===== config.mk =====
export PLATFORM = sky130hd
export DESIGN_NAME = interleaved_screen_block_blitter
export DESIGN_NICKNAME = d
export VERILOG_FILES = /design/src/rtl/core/isbb_pkg.sv /design/src/rtl/core/isbb_walker.sv /design/src/rtl/core/interleaved_screen_block_blitter.sv
export SDC_FILE = /design/constraint.sdc
export NUM_CORES = 1
export LEC_CHECK = 0
export ABC_AREA = 1
export BUFFER_PORTS_ARGS = -buffer_cell sky130_fd_sc_hd__buf_4
export CORE_MARGIN = 5
export CORE_UTILIZATION = 41
export CTS_CLUSTER_SIZE = 24
export DETAILED_ROUTE_END_ITERATION = 8
export PLACE_DENSITY = 0.65
export SLEW_MARGIN = 5
export SYNTH_ARGS = -nofsm -noshare
export SYNTH_HDL_FRONTEND = slang
export SYNTH_SLANG_ARGS = --single-unit
export TNS_END_PERCENT = 5

===== constraint.sdc =====
create_clock -name i_clk -period 4.4 [get_ports i_clk]
set_clock_uncertainty 0.05 [all_clocks]
set_input_delay 0.88 -clock i_clk [delete_from_list [all_inputs] [get_ports i_clk]]
set_output_delay 0.88 -clock i_clk [all_outputs]
set_load 0.1 [all_outputs]

===== src/rtl/core/isbb_pkg.sv =====
// Shared types and constants for the screen block blitter.
// No dependencies.
package isbb_pkg;

    // Command codes
    localparam logic [2:0] CMD_PIX_WR  = 3'd0;
    localparam logic [2:0] CMD_ATTR_WR = 3'd1;
    localparam logic [2:0] CMD_PIX_RD  = 3'd2;
    localparam logic [2:0] CMD_ATTR_RD = 3'd3;
    localparam logic [2:0] CMD_RESTART = 3'd4;

    // Configuration register indexes
    localparam logic [2:0] REG_SCREEN_BASE   = 3'd0;
    localparam logic [2:0] REG_LEFT_COLUMN   = 3'd1;
    localparam logic [2:0] REG_TOP_ROW       = 3'd2;
    localparam logic [2:0] REG_WIDTH_BLOCKS  = 3'd3;
    localparam logic [2:0] REG_HEIGHT_BLOCKS = 3'd4;

    localparam logic [15:0] ATTR_OFFSET   = 16'd6144;
    localparam logic [15:0] BASE_RESET    = 16'h4000;
    localparam logic [8:0]  LAST_LINE     = 9'd191;
    localparam logic [5:0]  LAST_ROW      = 6'd23;
    localparam logic [5:0]  MAX_WIDTH     = 6'd32;

    typedef struct packed {
        logic [2:0] cmd;
        logic [7:0] data;
    } t_in_beat;

    typedef struct packed {
        logic [15:0] address;
        logic [7:0]  wdata;
        logic        is_read;
        logic        last;
        logic        outside;
    } t_out_beat;

    typedef struct packed {
        logic [15:0] screen_base;
        logic [4:0]  left_column;
        logic [4:0]  top_row;
        logic [5:0]  width_blocks;
        logic [4:0]  height_blocks;
    } t_cfg;

endpackage


===== src/rtl/core/isbb_walker.sv =====
// Pixel and attribute cursors with the address logic for one beat.
// Depends on isbb_pkg.
module isbb_walker (
    input  logic               i_clk,
    input  logic               i_rst_n,
    input  isbb_pkg::t_cfg     i_cfg,
    input  logic               i_step,
    input  isbb_pkg::t_in_beat i_beat,
    output logic               o_has_result,
    output isbb_pkg::t_out_beat o_beat
);
    import isbb_pkg::*;

    logic [4:0] r_pcol, n_pcol;
    logic [7:0] r_pline, n_pline;
    logic [4:0] r_acol, n_acol;
    logic [4:0] r_arow, n_arow;

    logic [5:0]  w_eff;
    logic [4:0]  h_eff;
    logic [7:0]  pix_rows;
    logic [8:0]  line;
    logic [7:0]  il_line;
    logic [5:0]  pcol_abs, acol_abs, arow_abs;
    logic        pix_off, attr_off;
    logic [15:0] pix_addr, attr_addr;
    logic        is_pix, is_attr;
    logic        pcol_wrap, pline_wrap, acol_wrap, arow_wrap;

    // Effective rectangle size: zero reads as one, width saturates at 32
    always_comb begin
        if (i_cfg.width_blocks == 6'd0) begin
            w_eff = 6'd1;
        end else if (i_cfg.width_blocks > MAX_WIDTH) begin
            w_eff = MAX_WIDTH;
        end else begin
            w_eff = i_cfg.width_blocks;
        end
        h_eff    = (i_cfg.height_blocks == 5'd0) ? 5'd1 : i_cfg.height_blocks;
        pix_rows = {h_eff, 3'b000};
    end

    // Pixel address: interleave thirds, character rows and scan lines
    always_comb begin
        line     = {1'b0, i_cfg.top_row, 3'b000} + {1'b0, r_pline};
        pcol_abs = {1'b0, i_cfg.left_column} + {1'b0, r_pcol};
        pix_off  = pcol_abs[5] || (line > LAST_LINE);
        il_line  = {line[7:6], line[2:0], line[5:3]};
        pix_addr = i_cfg.screen_base + {3'b000, il_line, 5'b00000}
                   + {10'd0, pcol_abs};
    end

    // Attribute address
    always_comb begin
        arow_abs  = {1'b0, i_cfg.top_row} + {1'b0, r_arow};
        acol_abs  = {1'b0, i_cfg.left_column} + {1'b0, r_acol};
        attr_off  = acol_abs[5] || (arow_abs > LAST_ROW);
        attr_addr = i_cfg.screen_base + ATTR_OFFSET + {5'd0, arow_abs, 5'b00000}
                    + {10'd0, acol_abs};
    end

    // Cursor wrap tests
    always_comb begin
        pcol_wrap  = !(({1'b0, r_pcol} + 6'd1) < w_eff);
        pline_wrap = !(({1'b0, r_pline} + 9'd1) < {1'b0, pix_rows});
        acol_wrap  = !(({1'b0, r_acol} + 6'd1) < w_eff);
        arow_wrap  = !(({1'b0, r_arow} + 6'd1) < {1'b0, h_eff});
    end

    // Result beat and next cursor values
    always_comb begin
        is_pix  = (i_beat.cmd == CMD_PIX_WR) || (i_beat.cmd == CMD_PIX_RD);
        is_attr = (i_beat.cmd == CMD_ATTR_WR) || (i_beat.cmd == CMD_ATTR_RD);
        o_has_result   = is_pix || is_attr;
        o_beat.is_read = (i_beat.cmd == CMD_PIX_RD) || (i_beat.cmd == CMD_ATTR_RD);
        o_beat.outside = is_pix ? pix_off : attr_off;
        o_beat.address = o_beat.outside ? 16'd0 : (is_pix ? pix_addr : attr_addr);
        o_beat.wdata   = (o_beat.is_read || o_beat.outside) ? 8'd0 : i_beat.data;
        o_beat.last    = is_pix ? (pcol_wrap && pline_wrap) : (acol_wrap && arow_wrap);

        n_pcol  = r_pcol;
        n_pline = r_pline;
        n_acol  = r_acol;
        n_arow  = r_arow;
        if (i_step) begin
            if (i_beat.cmd == CMD_RESTART) begin
                n_pcol  = '0;
                n_pline = '0;
                n_acol  = '0;
                n_arow  = '0;
            end else if (is_pix) begin
                n_pcol = pcol_wrap ? 5'd0 : r_pcol + 5'd1;
                if (pcol_wrap) begin
                    n_pline = pline_wrap ? 8'd0 : r_pline + 8'd1;
                end
            end else if (is_attr) begin
                n_acol = acol_wrap ? 5'd0 : r_acol + 5'd1;
                if (acol_wrap) begin
                    n_arow = arow_wrap ? 5'd0 : r_arow + 5'd1;
                end
            end
        end
    end

    // Cursor registers
    always_ff @(posedge i_clk) begin
        if (!i_rst_n) begin
            r_pcol  <= '0;
            r_pline <= '0;
            r_acol  <= '0;
            r_arow  <= '0;
        end else begin
            r_pcol  <= n_pcol;
            r_pline <= n_pline;
            r_acol  <= n_acol;
            r_arow  <= n_arow;
        end
    end

endmodule


===== src/rtl/core/interleaved_screen_block_blitter.sv =====
// Top level of the screen block blitter: config registers, input and result registers.
// Depends on isbb_pkg and isbb_walker.
//
//  channel | signals                       | beat
//  --------+-------------------------------+--------------------------------
//  in      | i_valid / o_ready / i_beat    | command and data byte
//  out     | o_valid / i_ready / o_beat    | address, wdata and flags
//  cfg     | i_cfg_we / i_cfg_idx / i_cfg_data | register write, no wait
//
// One beat per cycle sustained while the output does not stall. A beat sits in
// the input register, where the cursor walker forms its address and steps, then
// moves into the result register, where o_valid flags it. Restart and unknown
// commands give no result and never wait on the output. Synchronous active-low
// reset clears cursors and valid flags and sets the configuration to its
// defaults. A stalled output holds the input stage once both registers are full.
module interleaved_screen_block_blitter (
    input  logic                i_clk,
    input  logic                i_rst_n,
    input  logic                i_valid,
    output logic                o_ready,
    input  isbb_pkg::t_in_beat  i_beat,
    output logic                o_valid,
    input  logic                i_ready,
    output isbb_pkg::t_out_beat o_beat,
    input  logic                i_cfg_we,
    input  logic [2:0]          i_cfg_idx,
    input  logic [15:0]         i_cfg_data
);
    import isbb_pkg::*;

    t_cfg      r_cfg;
    logic      r_in_valid;
    t_in_beat  r_in;
    logic      r_out_valid;
    t_out_beat r_out;

    logic      has_result;
    t_out_beat calc_beat;
    logic      out_free;
    logic      in_go;

    // Configuration registers
    always_ff @(posedge i_clk) begin
        if (!i_rst_n) begin
            r_cfg.screen_base   <= BASE_RESET;
            r_cfg.left_column   <= 5'd0;
            r_cfg.top_row       <= 5'd0;
            r_cfg.width_blocks  <= 6'd1;
            r_cfg.height_blocks <= 5'd1;
        end else if (i_cfg_we) begin
            case (i_cfg_idx)
                REG_SCREEN_BASE:   r_cfg.screen_base   <= i_cfg_data;
                REG_LEFT_COLUMN:   r_cfg.left_column   <= i_cfg_data[4:0];
                REG_TOP_ROW:       r_cfg.top_row       <= i_cfg_data[4:0];
                REG_WIDTH_BLOCKS:  r_cfg.width_blocks  <= i_cfg_data[5:0];
                REG_HEIGHT_BLOCKS: r_cfg.height_blocks <= i_cfg_data[4:0];
                default: ;
            endcase
        end
    end

    // Flow control: the input stage moves on when it has no result or its result has a place to go
    assign out_free = !r_out_valid || i_ready;
    assign in_go    = r_in_valid && (!has_result || out_free);
    assign o_ready  = !r_in_valid || in_go;

    isbb_walker u_walker (
        .i_clk        (i_clk),
        .i_rst_n      (i_rst_n),
        .i_cfg        (r_cfg),
        .i_step       (in_go),
        .i_beat       (r_in),
        .o_has_result (has_result),
        .o_beat       (calc_beat)
    );

    // Input register
    always_ff @(posedge i_clk) begin
        if (!i_rst_n) begin
            r_in_valid <= 1'b0;
        end else if (o_ready) begin
            r_in_valid <= i_valid;
        end
    end

    always_ff @(posedge i_clk) begin
        if (o_ready && i_valid) begin
            r_in <= i_beat;
        end
    end

    // Result register
    always_ff @(posedge i_clk) begin
        if (!i_rst_n) begin
            r_out_valid <= 1'b0;
        end else if (out_free) begin
            r_out_valid <= in_go && has_result;
        end
    end

    always_ff @(posedge i_clk) begin
        if (out_free && in_go && has_result) begin
            r_out <= calc_beat;
        end
    end

    assign o_valid = r_out_valid;
    assign o_beat  = r_out;

endmodule


[Word-level counts from Yosys, hierarchy flattened]
Index checks and enable logic that the tools add are counted.
Storage, ports and cells
  bits in registers: 100
  input bits: 35
  output and inout port bits: 29
  word-level logic and storage cells: 114
Cells by class
  add/subtract/negate cells: 17
  order comparisons: 7
  equality and inequality tests: 11
  multiplexer cells: 22
  reductions and logical operators: 39
Operator list (count)
  5-bit 2-to-1 mux: 13
  16-bit by 6-bit adder with 16-bit output: 2
  8-bit 2-to-1 mux: 4
  5-bit by 1-bit adder with 6-bit output (second input constant): 3
  5-bit by 5-bit adder with 6-bit output: 3
  16-bit by 11-bit adder with 16-bit output: 1
  16-bit by 13-bit adder with 16-bit output: 1
  16-bit by 13-bit adder with 16-bit output (second input constant): 1
  16-bit 2-to-1 mux: 1
  5-bit by 1-bit adder with 5-bit output (second input constant): 3
  3-bit by 2-bit == test with 1-bit output (second input constant): 4
  6-bit < comparator: 2
  6-bit 2-to-1 mux: 2
  2-bit AND reduction: 6
  1-bit logical OR: 10
  8-bit by 1-bit adder with 9-bit output (second input constant): 1
  8-bit by 8-bit adder with 9-bit output: 1
  9-bit by 8-bit > comparator with 1-bit output (second input constant): 1
  9-bit by 8-bit < comparator with 1-bit output: 1
  8-bit by 1-bit adder with 8-bit output (second input constant): 1
  1-bit logical AND: 7
  1-bit logical NOT: 7
  3-bit by 1-bit == test with 1-bit output (second input constant): 2
  3-bit == test (second input constant): 2
  other kinds (11): 17

[Depth between registers and ports, before layout]
Gate-level depths: netlist of run 1.
  depth after elaboration: 8
  gate-level depth with buffers: 18
  gate-level depth less buffers: 18

[Hierarchy]
Synthesis of run 1 repeated with hierarchy kept, for this count alone.
Second synthesis, totals
  cells, all modules: 1027
  area total of the unflattened synthesis: 7531.0 µm²
Modules (own cells, without submodules)
  isbb_walker: instances 1, cells an instance 774, area each 4838.4 µm², sequential area each 460.4 µm²
  interleaved_screen_block_blitter: instances 1, cells an instance 253, area each 2692.6 µm², sequential area each 1921.8 µm²

[Least setup slack after synthesis of run 1]
No wires, ideal clock.
  path type: reg2reg
  from: reg u_walker.r_arow[0]
  to: reg r_out (netlist bit o_beat[21]), data pin
  library setup time: 249 ps
  data arrival time: 2846 ps
  required time: 4101 ps
  slack: 1255 ps
  cell stages (with the launch flop): 16
  path buffers: 0
  clock period less this slack: 3145 ps
  cells stage by stage: dfxtp_1 ha_1 inv_1 fa_1 o21ai_0 xor2_1 ha_1 ha_1 a21o_1 a21oi_1 nand3_1 or2_2 nand3_1 o21ai_0 nand2_1 inv_1
On the way
  longest elaborated chain between the ends: 4
  elaborated cells on any way between the ends: 7
  classes of those cells: add/sub (3); order compare (1); mux (2); reduce/logical (1)
RTL lines
  start: declaration: line isbb_walker.sv:17  | logic [4:0] r_arow, n_arow;
  start signal: assignment: line isbb_walker.sv:116  | r_arow <= n_arow;
  5-bit by 5-bit adder with 6-bit output *: line isbb_walker.sv:55  | arow_abs = {1'b0, i_cfg.top_row} + {1'b0, r_arow};
  16-bit by 11-bit adder with 16-bit output or 6-bit by 5-bit > comparator with 1-bit output (tied branches): line isbb_walker.sv:58, isbb_walker.sv:57
  16-bit by 6-bit adder with 16-bit output or 1-bit logical OR (tied branches): line isbb_walker.sv:59, isbb_walker.sv:57
  16-bit 2-to-1 mux or 1-bit 2-to-1 mux (tied branches): line isbb_walker.sv:77, isbb_walker.sv:76
  end signal: assignment: line interleaved_screen_block_blitter.sv:103  | r_out <= calc_beat;
  end: declaration: line interleaved_screen_block_blitter.sv:35  | t_out_beat r_out;
Every way passes the cells marked *; elsewhere a longest branch is shown, timed or not.
A chain may end at the register's enable or synchronous reset.

[Worst setup path in the final report of run 1]
  from: reg u_walker.r_pcol[0]
  to: reg r_out (netlist bit o_beat[22]), data pin
On the way
  longest elaborated chain between the ends: 3
  elaborated cells on any way between the ends: 5
  classes of those cells: add/sub (2); mux (2); reduce/logical (1)
RTL lines
  start: declaration: line isbb_walker.sv:14  | logic [4:0] r_pcol, n_pcol;
  start signal: assignment: line isbb_walker.sv:113  | r_pcol <= n_pcol;
  5-bit by 5-bit adder with 6-bit output *: line isbb_walker.sv:46  | pcol_abs = {1'b0, i_cfg.left_column} + {1'b0, r_pcol};
  16-bit by 6-bit adder with 16-bit output or 1-bit logical OR (tied branches): line isbb_walker.sv:50, isbb_walker.sv:47
  16-bit 2-to-1 mux or 1-bit 2-to-1 mux (tied branches): line isbb_walker.sv:77, isbb_walker.sv:76
Marked as above.

==> qor.log, run 1 <==
INFO  floorplanning  die_h=141um
INFO  clock_network  cts_inserted_buffers=9
INFO  clock_network  clockRootBuffer=sky130_fd_sc_hd__clkbuf_16
INFO  power          total_leakage_power=4.11nW
INFO  yosys          synth_area_leader_cell=sky130_fd_sc_hd__dfxtp_1
INFO  sta            layout_min_cycle_time=3.49ns
INFO  yosys          synthFlopType=sky130_fd_sc_hd__dfxtp_1
INFO  yosys          synth_cells=940
INFO  worst_setup_path worst_path_dominant_cell_family=adder cells
INFO  global_routing antenna_found_initial=0
INFO  yosys          syn_avg_cell_area=7.54squm
INFO  yosys          seq_total_area_yosys=33.6%
INFO  power          totalPowerFinal=0.00234W
INFO  sta            worst_slew_margin_rel=42.9%
INFO  global_routing groute.usage.overall=18.3%
INFO  worst_hold_path hold_path.class=reg2reg
INFO  worst_setup_path timing.critical_path.buf_inv=2
INFO  power          p_per_area=288nW/um^2
INFO  yosys          yosysWarnings=0
INFO  floorplanning  floorplan.initialDensity=41.4%
INFO  yosys          synthMuxAreaShare=0%
INFO  yosys          async_reset_ff_share=0%
INFO  placed_design  worst_setup_slack_post_dpl=0.952ns
INFO  sta            tightestPinTransition=0.855ns
INFO  placed_design  hpwl=13800um
INFO  yosys          synth-xor-area-share=3.96%
INFO  route          vias_per_cell=5.17
INFO  clock_network  clk_pin_slew=0.08ns
INFO  route          avgRoutedWirePerCell=14.6um
INFO  final_layout   area_growth_syn_to_layout=14.6%
INFO  yosys          post_synth_num_cell_types=33
INFO  yosys          combinational_family_with_the_most_area_after_synthesis=simple AND/OR/NAND/NOR gates
INFO  yosys          synth_simple_gate_area_share=23.7%
INFO  clock_network  number_of_clock_sinks_seen_by_cts=100
INFO  sta            slew_viol_final=0
INFO  placed_design  placedInstanceArea=7780squm
INFO  run_status     result_of_the_run=finished, final reports clean
INFO  yosys          fraction_of_synthesized_cell_area_taken_by_the_top_area_cell_type=17.5%
INFO  final_layout   insertedDiodeCount=0
INFO  worst_setup_path setup.worst_path.class=reg2reg
INFO  yosys          synth_seq_cells=100
INFO  worst_setup_path slowest_stage=sky130_fd_sc_hd__dfxtp_1
INFO  yosys          syn_area=7080squm
INFO  clock_network  cts-root-to-sink-buffers=2
INFO  clock_network  cts_hold_buffers=0
INFO  yosys          synth-compound-area-share=13.1%
INFO  clock_network  tritoncts_clock_tree=done
INFO  floorplanning  core_region_area=17100squm
INFO  final_layout   stdcell_area=8120squm
INFO  worst_setup_path cp_max_fo=6
INFO  route          drt_pre_antenna_iters=5
INFO  sta            rsz_0062_raised_after_global_routing=no
INFO  global_routing grt_first_pass_wirelength=29300um
INFO  worst_setup_path critPathLaunchType=flop
INFO  clock_network  cts_post_setup_buffers_inserted=0
INFO  route          vias=6365
INFO  sta            final_critical_path_setup_slack=0.908ns
INFO  final_layout   drive_above_1_share=9.54%
INFO  final_layout   final_cell_count_no_fill=1231
INFO  worst_setup_path worst_ep_required_time=4.48ns
INFO  clock_network  cts_repair_resize_count=0
INFO  sta            final-hold-violation-count=0
INFO  floorplanning  placement_rows=48
INFO  route          drcViolationCount=0
INFO  worst_setup_path cp_data_arrival_time=3.57ns
INFO  final_layout   num-fill-cells=1743
INFO  global_routing first_global_vias=5899
INFO  floorplanning  io-pin-count=64
INFO  worst_setup_path critical_path.endpoint_type=flop
INFO  placed_design  numPortBuffers=63
INFO  clock_network  htree_num_levels=3
INFO  floorplanning  chipWidth=141um
INFO  global_routing pin_count_of_the_biggest_net_entering_global_routing=60
INFO  power          vdd_drop_max=0.174mV
INFO  worst_setup_path critPathMostFrequentCell=sky130_fd_sc_hd__nand2_1
INFO  yosys          synth_commonest_cells=sky130_fd_sc_hd__nand2_1, sky130_fd_sc_hd__nor2_1, sky130_fd_sc_hd__inv_1, sky130_fd_sc_hd__ha_1, sky130_fd_sc_hd__a21oi_1
INFO  yosys          ys_top_cells_by_area=sky130_fd_sc_hd__dfxtp_1, sky130_fd_sc_hd__edfxtp_1, sky130_fd_sc_hd__ha_1
INFO  run            max-cap-violations=0
INFO  placed_design  placedCellCount=1215
INFO  worst_setup_path timing.critical_path.slowest_cell_delay=0.44ns
INFO  route          drt-initial-drc-count=387
INFO  clock_network  insertion_delay=0.36ns
INFO  sta            fmaxAchievable=286MHz
INFO  sta            report.final.setup_viol=0
INFO  yosys          yosys.cell_count.top_type=sky130_fd_sc_hd__nand2_1
INFO  worst_setup_path path_cells=ha_1 -> inv_1 -> fa_1 -> o21ai_0 -> xor2_1 -> ha_1 -> ha_1 -> nand3_1 -> nand3_1 -> nand2_1 -> nand2_1 -> a21oi_1 -> or2_2 -> nand3_1 -> nand2_1 -> nand2_1 -> inv_1
INFO  placed_design  gpl.final_weighted_congestion=0.915
INFO  sta            tns=0ns
INFO  final_layout   nets=1134
INFO  floorplanning  die_area=20000squm
INFO  route          number_of_nets_with_antenna_violations_after_routing=0
INFO  yosys          syn-num-nets=1073
INFO  route          route.final.wire_length=18000um
INFO  global_routing gr-total-overflow=0
INFO  yosys          synth_fa_ha_area_share=18.2%
INFO  yosys          synth_edf_count=38
INFO  sta            finalCritPeriodShare=79.4%
state kept, by name (all words and copies together), names as in the netlist:
signal and flops:
r_cfg 37, o_beat 27, r_in 11, u_walker.r_pline 8
u_walker.r_acol 5, u_walker.r_arow 5, u_walker.r_pcol 5, o_valid 1
r_in_valid 1
cell families after synthesis:
group | count (synthesis)
simple gates | 403
compound gates | 170
buf+inv | 137
flops | 100
fa+ha+maj | 98
xor+xnor | 32
power by group:
| group | internal [W] | switching [W] | total [W] | leakage [nW] |
|---|---|---|---|---|
| Combinational | 0.000133 | 0.000280 | 0.000413 | 3.09 |
| Sequential | 0.00100 | 0.0000252 | 0.00103 | 0.863 |
| Clock | 0.000510 | 0.000394 | 0.000904 | 0.160 |
tightest hold or removal path: cells and delay by family (launching register included):
family | cells | cell delay [ns]
AND/OR/NAND/NOR | 2 | 0.10
flip-flops | 1 | 0.33
area by class of cell:
cell class	count	area, sq um	share of cell area, %
Clock inverter	7	108	1.33
Clock buffer	9	225	2.77
Sequential cell	100	2380	29.3
Timing Repair Buffer	65	488	6.01
Inverter	122	458	5.64
Tap cell	225	282	3.47
Multi-Input combinational cell	703	4180	51.4
final timing paths:
path / start / endpoint / slack [ns] / cells after the start
setup / recovery: u_walker.r_pcol[0]$_SDFFE_PN0P_ / o_beat[22]$_SDFFCE_PP0P_ / 0.91 / 17
hold / removal: r_cfg[0]$_SDFFE_PN1P_ / r_cfg[0]$_SDFFE_PN1P_ / 0.41 / 2
setup reg to reg: u_walker.r_pcol[0]$_SDFFE_PN0P_ / o_beat[22]$_SDFFCE_PP0P_ / 0.91 / 17
hold reg to reg: r_cfg[0]$_SDFFE_PN1P_ / r_cfg[0]$_SDFFE_PN1P_ / 0.41 / 2
cell usage in the layout, fill, tap and decap left out, types with 2 or more instances in the layout:
cell / Yosys / layout
sky130_fd_sc_hd__xnor2_1: 15 / 15
sky130_fd_sc_hd__a21oi_1: 75 / 75
sky130_fd_sc_hd__and2_1: 2 / 2
sky130_fd_sc_hd__a21o_1: 5 / 5
sky130_fd_sc_hd__o21bai_1: 2 / 2
sky130_fd_sc_hd__xor2_1: 17 / 17
sky130_fd_sc_hd__inv_1: 118 / 118
sky130_fd_sc_hd__a31oi_1: 5 / 4
sky130_fd_sc_hd__inv_8: 0 / 2
sky130_fd_sc_hd__inv_2: 4 / 4
sky130_fd_sc_hd__o21ai_0: 69 / 69
sky130_fd_sc_hd__a211oi_1: 3 / 3
sky130_fd_sc_hd__ha_1: 90 / 90
sky130_fd_sc_hd__nand2_1: 172 / 172
sky130_fd_sc_hd__buf_4: 0 / 65
sky130_fd_sc_hd__a21boi_0: 2 / 2
sky130_fd_sc_hd__dfxtp_1: 62 / 62
sky130_fd_sc_hd__edfxtp_1: 38 / 38
sky130_fd_sc_hd__nor2_1: 129 / 129
sky130_fd_sc_hd__nor3_1: 9 / 9
sky130_fd_sc_hd__o211ai_1: 6 / 6
sky130_fd_sc_hd__bufinv_16: 0 / 2
sky130_fd_sc_hd__or2_2: 5 / 5
sky130_fd_sc_hd__clkbuf_16: 0 / 9
sky130_fd_sc_hd__nand4_1: 14 / 14
sky130_fd_sc_hd__nand3_1: 69 / 69
sky130_fd_sc_hd__fa_1: 8 / 8
metal layers:
layer	track usage, %	part of all wire, %	up-vias
li1	-	-	3257
met5	0	0	-
met1	24.7	47	2952
met3	2.22	3.5	24
met2	30.4	47	132
met4	6.16	1.9	0
through the flow:
step,util (%),hold slack [ns]
after floorplan,-,0.379
after global placement,45.5,0.394
after detailed placement,45.5,0.401
after CTS,47.4,0.420
after global routing,47.4,0.456
final,47.4,0.414
Power figures use the tool's default switching activity.
==> run 2: changes to the inputs <==
Settings changed: PLACE_DENSITY 0.65 to 0.67.
Clock period 4.4 ns to 2.9 ns, I/O delays scaled along.
==> run 2 against run 1 <==
Against the previous run: the flow now finishes with violations (setup timing); sequential power up 50%; via count increased by 5.9%; register-to-register slack got worse by 1.1 ns; first-iteration DRC count is 2.3% higher; sequential share of layout area down 4.3 points; critical path depth rose by 2; clock-buffer cell count up 1; critical path type unchanged; highest routed layer unchanged.
==> qor.log, run 2 (synthesis gave the netlist of run 1 again) <==
INFO  sta            report.final.setup_viol=25
INFO  worst_setup_path slowest_stage=sky130_fd_sc_hd__dfxtp_4
INFO  sta            layout_min_cycle_time=3.06ns
INFO  worst_setup_path startpoint_of_the_worst_slack_reg_to_reg_timing_path=r_cfg[19]$_SDFFE_PN0P_
INFO  worst_setup_path worst_path_dominant_cell_family=buffers and inverters
INFO  global_routing pin_count_of_the_biggest_net_entering_global_routing=40
INFO  final_layout   final-seq-area=2410squm
INFO  worst_setup_path critPathLaunchType=flop
INFO  final_layout   final_cell_count_no_fill=1335
INFO  route          route.final.wire_length=20200um
INFO  worst_setup_path path_cells=ha_4 -> nand2_1 -> inv_2 -> nand4_1 -> o211ai_1 -> buf_4 -> buf_4 -> buf_4 -> buf_4 -> buf_4 -> buf_4 -> buf_4 -> buf_4 -> buf_4 -> nor2_2 -> nand3_2 -> o21ai_4 -> clkinv_4 -> a21oi_2
INFO  floorplanning  floorplan.initialDensity=41.4%
INFO  clock_network  htree_num_levels=3
INFO  route          vias_per_cell=5.05
INFO  final_layout   mostFrequentLayoutCell=sky130_fd_sc_hd__buf_4
INFO  worst_setup_path critical_path.endpoint_type=flop
INFO  worst_setup_path timing.critical_path.slowest_cell_delay=0.37ns
INFO  worst_hold_path hold_start=i_beat[1]
INFO  final_layout   top_register=r_cfg
INFO  run            max-cap-violations=0
INFO  final_layout   num-fill-cells=1526
INFO  route          drcViolationCount=0
INFO  worst_setup_path timing.critical_path.buf_inv=11
INFO  sta            fmaxAchievable=327MHz
INFO  floorplanning  chipWidth=141um
INFO  route          drt_pre_antenna_iters=5
INFO  floorplanning  die_h=141um
INFO  final_layout   insertedDiodeCount=0
INFO  global_routing gr-total-overflow=0
INFO  route          drt-initial-drc-count=396
INFO  sta            slew_viol_final=0
INFO  clock_network  clk_pin_slew=0.07ns
INFO  floorplanning  die_area=20000squm
INFO  power          total_leakage_power=4.67nW
INFO  worst_setup_path cp_max_fo=8
INFO  sta            rsz_0062_raised_after_global_routing=yes
INFO  worst_setup_path cp_data_arrival_time=3.23ns
INFO  placed_design  numPortBuffers=63
INFO  clock_network  cts-root-to-sink-buffers=2
INFO  clock_network  insertion_delay=0.36ns
INFO  sta            final-hold-violation-count=0
INFO  placed_design  placedCellCount=1295
INFO  final_layout   highest_count_cells_in_the_layout_ignoring_fill_and_taps=sky130_fd_sc_hd__buf_4, sky130_fd_sc_hd__nand2_1, sky130_fd_sc_hd__nor2_1, sky130_fd_sc_hd__inv_1, sky130_fd_sc_hd__ha_1
INFO  final_layout   drive_above_1_share=29.6%
INFO  placed_design  worst_setup_slack_post_dpl=-0.349ns
INFO  worst_hold_path hold_path.class=in2reg
INFO  sta            tightestPinTransition=1.20ns
INFO  clock_network  number_of_clock_sinks_seen_by_cts=100
INFO  clock_network  cts_inserted_buffers=9
INFO  global_routing groute.usage.overall=19.5%
INFO  worst_setup_path regToRegSetupSlack=-0.16ns
INFO  global_routing first_global_vias=6626
INFO  sta            finalCritPeriodShare=105%
INFO  route          number_of_nets_with_antenna_violations_after_routing=0
INFO  sta            worst_slew_margin_rel=19.8%
INFO  final_layout   multi_input_combinational_cell_area=4870squm
INFO  placed_design  hpwl=14700um
INFO  power          p_per_area=376nW/um^2
INFO  worst_setup_path setup.worst_path.class=reg2reg
INFO  clock_network  cts_hold_buffers=0
INFO  clock_network  clockRootBuffer=sky130_fd_sc_hd__clkbuf_16
INFO  final_layout   nets=1238
INFO  worst_setup_path worst_ep_required_time=3.07ns
INFO  final_layout   utilization=56.2%
INFO  placed_design  gpl.final_weighted_congestion=0.891
INFO  floorplanning  core_region_area=17100squm
INFO  run_status     result_of_the_run=finished with violations
INFO  floorplanning  placement_rows=48
INFO  sta            finalHoldWorstSlack=0.338ns
INFO  worst_setup_path critPathMostFrequentCell=sky130_fd_sc_hd__buf_4
INFO  placed_design  placedInstanceArea=8520squm
INFO  floorplanning  io-pin-count=64
INFO  worst_hold_path hold_path_depth=1
INFO  final_layout   area_growth_syn_to_layout=35.9%
INFO  route          vias=6738
INFO  final_layout   largest_register_ffs=37
INFO  worst_setup_path worst_r2r_path_depth=19
INFO  final_layout   stdcell_area=9620squm
INFO  global_routing grt_first_pass_wirelength=31500um
INFO  worst_hold_path holdPathEnd=r_in[1]$_DFFE_PP_
INFO  run_status     failed_checks=setup timing
INFO  route          avgRoutedWirePerCell=15.2um
INFO  worst_setup_path timing.rr.end=o_beat[12]$_SDFFCE_PP0P_
INFO  global_routing antenna_found_initial=0
INFO  clock_network  tritoncts_clock_tree=done
INFO  sta            final_critical_path_setup_slack=-0.159ns
INFO  power          vdd_drop_max=0.310mV
==> run 2: cell types whose count changed in the layout (fill, tap and decap cells not counted), sizes merged <==
| cell | delta |
|---|---|
| clkbuf | +1 |
| clkinvlp | +2 |
| buf | +103 |
| inv | -1 |
| bufinv | -1 |
==> run 2: cell type report <==
class	count	share of cell area [%]
timing repair inverter	1	0.0650
clock buffer	10	2.38
tap	225	2.93
multi-input combinational	703	50.6
sequential	100	25.0
inverter	122	4.81
timing repair buffer	168	13.4
clock inverter	6	0.754
==> run 2: per-layer routing <==
metal	vias up	part of all wire, %	wire [um]	global-route usage [%]
met5	-	0	0	0
met4	0	1.8	371	5.91
met3	36	4.7	943	3.24
met2	152	50	10100	34.2
met1	3094	44	8840	24.8
li1	3456	-	-	-
==> run 2: timing repair <==
action,CTS,global route
cloned,0,1
gates resized for setup,48,94
endpoints found under the setup margin,11,26
pin swaps,28,52
buffers inserted,13,10
==> run 2: worst max path at each step <==
| stage | from | endpoint | slack (ns) | cells after the start |
|---|---|---|---|---|
| finish | r_cfg[19]$_SDFFE_PN0P_ | o_beat[12]$_SDFFCE_PP0P_ | -0.16 | 19 |
| global route | r_cfg[20]$_SDFFE_PN0P_ | o_beat[23]$_SDFFCE_PP0P_ | -0.27 | 18 |
| CTS | r_cfg[11]$_SDFFE_PN0P_ | o_beat[21]$_SDFFCE_PP0P_ | -0.13 | 15 |
| detailed placement | r_cfg[11]$_SDFFE_PN0P_ | o_beat[24]$_SDFFCE_PP0P_ | -0.35 | 14 |
| global placement | r_cfg[11]$_SDFFE_PN0P_ | o_beat[24]$_SDFFCE_PP0P_ | -0.32 | 16 |
| floorplan | u_walker.r_pcol[2]$_SDFFE_PN0P_ | o_beat[25]$_SDFFCE_PP0P_ | -0.008 | 15 |
==> run 2: power breakdown <==
group | switching (W) | leakage (nW) | internal [W]
combinational | 0.000491 | 3.66 | 0.000312
sequential | 0.0000380 | 0.871 | 0.00152
clock | 0.000587 | 0.137 | 0.000679
==> run 2: stage by stage <==
| stage | setup TNS, ns | total power [W] |
|---|---|---|
| 4_1_cts | -1.11 | 0.00358 |
| 5_1_grt | -5.83 | 0.00378 |
| 3_5_place_dp | -2.14 | 0.00229 |
| 2_1_floorplan | -0.0208 | 0.00204 |
| 6_report | -3.23 | 0.00362 |
| 3_3_place_gp | -1.72 | 0.00229 |
==> run 3: changes to the inputs <==
Settings changed: CORE_UTILIZATION 41 to 55, PLACE_DENSITY 0.67 to 0.84.
==> run 3 against run 2 <==
Against the previous run: the run still ends with setup timing left; register-to-register slack hardly changed; non-clock buffer count decreased by 20; fmax about the same; clock power is 6% lower; worst setup slack is essentially flat; worst hold slack worse by 0.0026 ns; first-iteration DRC count increased by 80%; sequential share of layout area rose by 0.98 points; largest power group unchanged.
==> qor.log, run 3 (synthesis gave the netlist of run 1 again) <==
INFO  worst_setup_path worst_ep_required_time=3.07ns
INFO  worst_setup_path startpoint_of_the_worst_slack_reg_to_reg_timing_path=u_walker.r_pcol[0]$_SDFFE_PN0P_
INFO  worst_setup_path critPathLaunchType=flop
INFO  power          share_comb_of_total_power=22.3%
INFO  floorplanning  floorplan.initialDensity=56.1%
INFO  sta            finalHoldWorstSlack=0.336ns
INFO  floorplanning  die_h=123um
INFO  clock_network  cts-root-to-sink-buffers=2
INFO  clock_network  tritoncts_clock_tree=done
INFO  route          number_of_nets_with_antenna_violations_after_routing=0
INFO  clock_network  htree_num_levels=3
INFO  worst_setup_path critical_path.endpoint_type=flop
INFO  global_routing gr-total-overflow=0
INFO  sta            fmaxAchievable=327MHz
INFO  worst_setup_path timing.critical_path.slowest_cell_delay=0.39ns
INFO  worst_setup_path regToRegSetupSlack=-0.16ns
INFO  final_layout   highest_count_cells_in_the_layout_ignoring_fill_and_taps=sky130_fd_sc_hd__nand2_1, sky130_fd_sc_hd__buf_4, sky130_fd_sc_hd__nor2_1, sky130_fd_sc_hd__inv_1, sky130_fd_sc_hd__ha_1
INFO  sta            finalCritPeriodShare=105%
INFO  sta            final_critical_path_setup_slack=-0.159ns
INFO  floorplanning  die_area=15200squm
INFO  floorplanning  core_region_area=12600squm
INFO  route          vias_per_cell=5.64
INFO  worst_hold_path holdPathEnd=r_in[9]$_DFFE_PP_
INFO  global_routing antenna_found_initial=0
INFO  worst_setup_path path_cells=ha_4 -> inv_2 -> fa_2 -> buf_4 -> xnor2_2 -> ha_1 -> ha_1 -> nand3_1 -> nand3_2 -> buf_4 -> nand3_1 -> nand2_1 -> a21oi_1 -> o21ai_1 -> a21oi_1
INFO  power          seqPwrFrac=44.1%
INFO  final_layout   insertedDiodeCount=0
INFO  worst_setup_path slowest_stage=sky130_fd_sc_hd__dfxtp_4
INFO  floorplanning  io-pin-count=64
INFO  worst_setup_path timing.critical_path.buf_inv=3
INFO  global_routing pin_count_of_the_biggest_net_entering_global_routing=60
INFO  power          vdd_drop_max=0.296mV
INFO  worst_setup_path worst_path_dominant_cell_family=adder cells
INFO  run_status     failed_checks=setup timing
INFO  power          pwr-share-clk=33.7%
INFO  floorplanning  placement_rows=41
INFO  worst_setup_path worst_r2r_path_depth=15
INFO  worst_hold_path hold_start=i_beat[9]
INFO  route          drcViolationCount=0
INFO  power          total_leakage_power=4.56nW
INFO  final_layout   nets=1217
INFO  power          p_int=0.00241W
INFO  final_layout   top_register=r_cfg
INFO  clock_network  clockRootBuffer=sky130_fd_sc_hd__clkbuf_16
INFO  floorplanning  chipWidth=123um
INFO  sta            worst_slew_margin_rel=18.8%
INFO  worst_setup_path setup.worst_path.class=reg2reg
INFO  clock_network  cts_hold_buffers=0
INFO  worst_hold_path hold_path_depth=1
INFO  worst_hold_path hold_path.class=in2reg
INFO  run_status     result_of_the_run=finished with violations
INFO  global_routing grt_first_pass_wirelength=32200um
INFO  sta            rsz_0062_raised_after_global_routing=yes
INFO  route          route.final.wire_length=20600um
INFO  final_layout   mostFrequentLayoutCell=sky130_fd_sc_hd__nand2_1
INFO  final_layout   drive_above_1_share=26.9%
INFO  power          p_per_area=382nW/um^2
INFO  worst_setup_path timing.rr.end=o_beat[17]$_SDFFCE_PP0P_
INFO  run            max-cap-violations=0
INFO  final_layout   final-seq-area=2410squm
INFO  power          totalPowerFinal=0.00353W
INFO  sta            tightestPinTransition=1.21ns
INFO  clock_network  cts_inserted_buffers=9
INFO  route          vias=7115
INFO  global_routing groute.usage.overall=26.9%
INFO  placed_design  hpwl=14300um
INFO  final_layout   area_growth_syn_to_layout=30.7%
INFO  global_routing first_global_vias=6824
INFO  placed_design  numPortBuffers=63
INFO  final_layout   multi_input_combinational_cell_area=4780squm
INFO  route          avgRoutedWirePerCell=16.4um
INFO  placed_design  gpl.final_weighted_congestion=0.938
INFO  sta            layout_min_cycle_time=3.06ns
INFO  power          p_sw=0.00112W
INFO  sta            report.final.setup_viol=11
INFO  worst_setup_path cp_data_arrival_time=3.23ns
INFO  sta            final-hold-violation-count=0
INFO  route          drt_pre_antenna_iters=5
INFO  final_layout   num-fill-cells=896
INFO  worst_setup_path cp_max_fo=3
INFO  clock_network  number_of_clock_sinks_seen_by_cts=100
INFO  clock_network  insertion_delay=0.37ns
INFO  clock_network  clk_pin_slew=0.07ns
INFO  power          p_sw_share=31.8%
INFO  route          drt-initial-drc-count=714
INFO  final_layout   largest_register_ffs=37
INFO  sta            slew_viol_final=0
[run 3: cell count changes in the layout (fill, tap and decap cells not counted), moves of 3 or more]
| cell | delta |
|---|---|
| sky130_fd_sc_hd__nand3_2 | -3 |
| sky130_fd_sc_hd__o21ai_1 | -3 |
| sky130_fd_sc_hd__nand3_1 | +4 |
| sky130_fd_sc_hd__a21oi_2 | -7 |
| sky130_fd_sc_hd__buf_4 | -17 |
| sky130_fd_sc_hd__nand2_1 | +5 |
| sky130_fd_sc_hd__a21oi_1 | +8 |
| sky130_fd_sc_hd__nand2_2 | -5 |
[run 3: worst max-delay path by stage]
stage | from | end | slack (ns) | cells after the start
after floorplan | u_walker.r_pcol[2]$_SDFFE_PN0P_ | o_beat[25]$_SDFFCE_PP0P_ | -0.008 | 15
after global placement | r_cfg[11]$_SDFFE_PN0P_ | o_beat[24]$_SDFFCE_PP0P_ | -0.24 | 16
after detailed placement | r_cfg[11]$_SDFFE_PN0P_ | o_beat[24]$_SDFFCE_PP0P_ | -0.28 | 14
after CTS | u_walker.r_pcol[0]$_SDFFE_PN0P_ | o_beat[22]$_SDFFCE_PP0P_ | -0.08 | 17
after global routing | r_cfg[20]$_SDFFE_PN0P_ | o_beat[23]$_SDFFCE_PP0P_ | -0.27 | 19
final | u_walker.r_pcol[0]$_SDFFE_PN0P_ | o_beat[17]$_SDFFCE_PP0P_ | -0.16 | 15
[run 3: area by class of cell]
cell class / count / share of cell area [%]
Tap cell: 172 / 2.32
Timing Repair Buffer: 148 / 12.0
Multi-Input combinational cell: 703 / 51.6
Clock buffer: 9 / 2.43
Sequential cell: 100 / 26.0
Inverter: 122 / 4.95
Clock inverter: 7 / 0.649
[run 3: routing by layer]
metal / vias up / track usage, % / wire, um
li1: 3425 / - / -
met1: 3315 / 32.8 / 8170
met2: 314 / 46.1 / 10200
met3: 61 / 4.30 / 1520
met4: 0 / 13.6 / 751
met5: - / 0 / 0
[run 3: what timing repair did]
| action | CTS | global route |
|---|---|---|
| endpoints found under the setup margin | 11 | 22 |
| hold endpoints to repair | 0 | 0 |
| pin swaps | 52 | 22 |
| resized for setup | 79 | 39 |
| buffers inserted | 7 | 3 |
[run 3: power groups by stage]
stage                     clock network [W]  registers, W  logic [W]
after global placement                    0       0.00158   0.000678
after floorplan                           0       0.00168   0.000363
after CTS                           0.00120       0.00155   0.000740
after detailed placement                  0       0.00159   0.000696
after global routing                0.00126       0.00156   0.000856
final                               0.00119       0.00156   0.000786
[run 3: through the flow]
step           cell area (sq um)  setup WS [ns]  std cells  TNS (ns)  utilization [%]
2_1_floorplan               7210       -0.00795        940   -0.0208                -
4_1_cts                     9070        -0.0826       1258    -0.544             71.9
3_3_place_gp                8390         -0.241       1235     -1.17             66.5
3_5_place_dp                8390         -0.279       1235     -1.87             66.5
6_report                    9260         -0.159       1261     -1.06             73.4
5_1_grt                     9260         -0.272       1261     -2.42             73.4
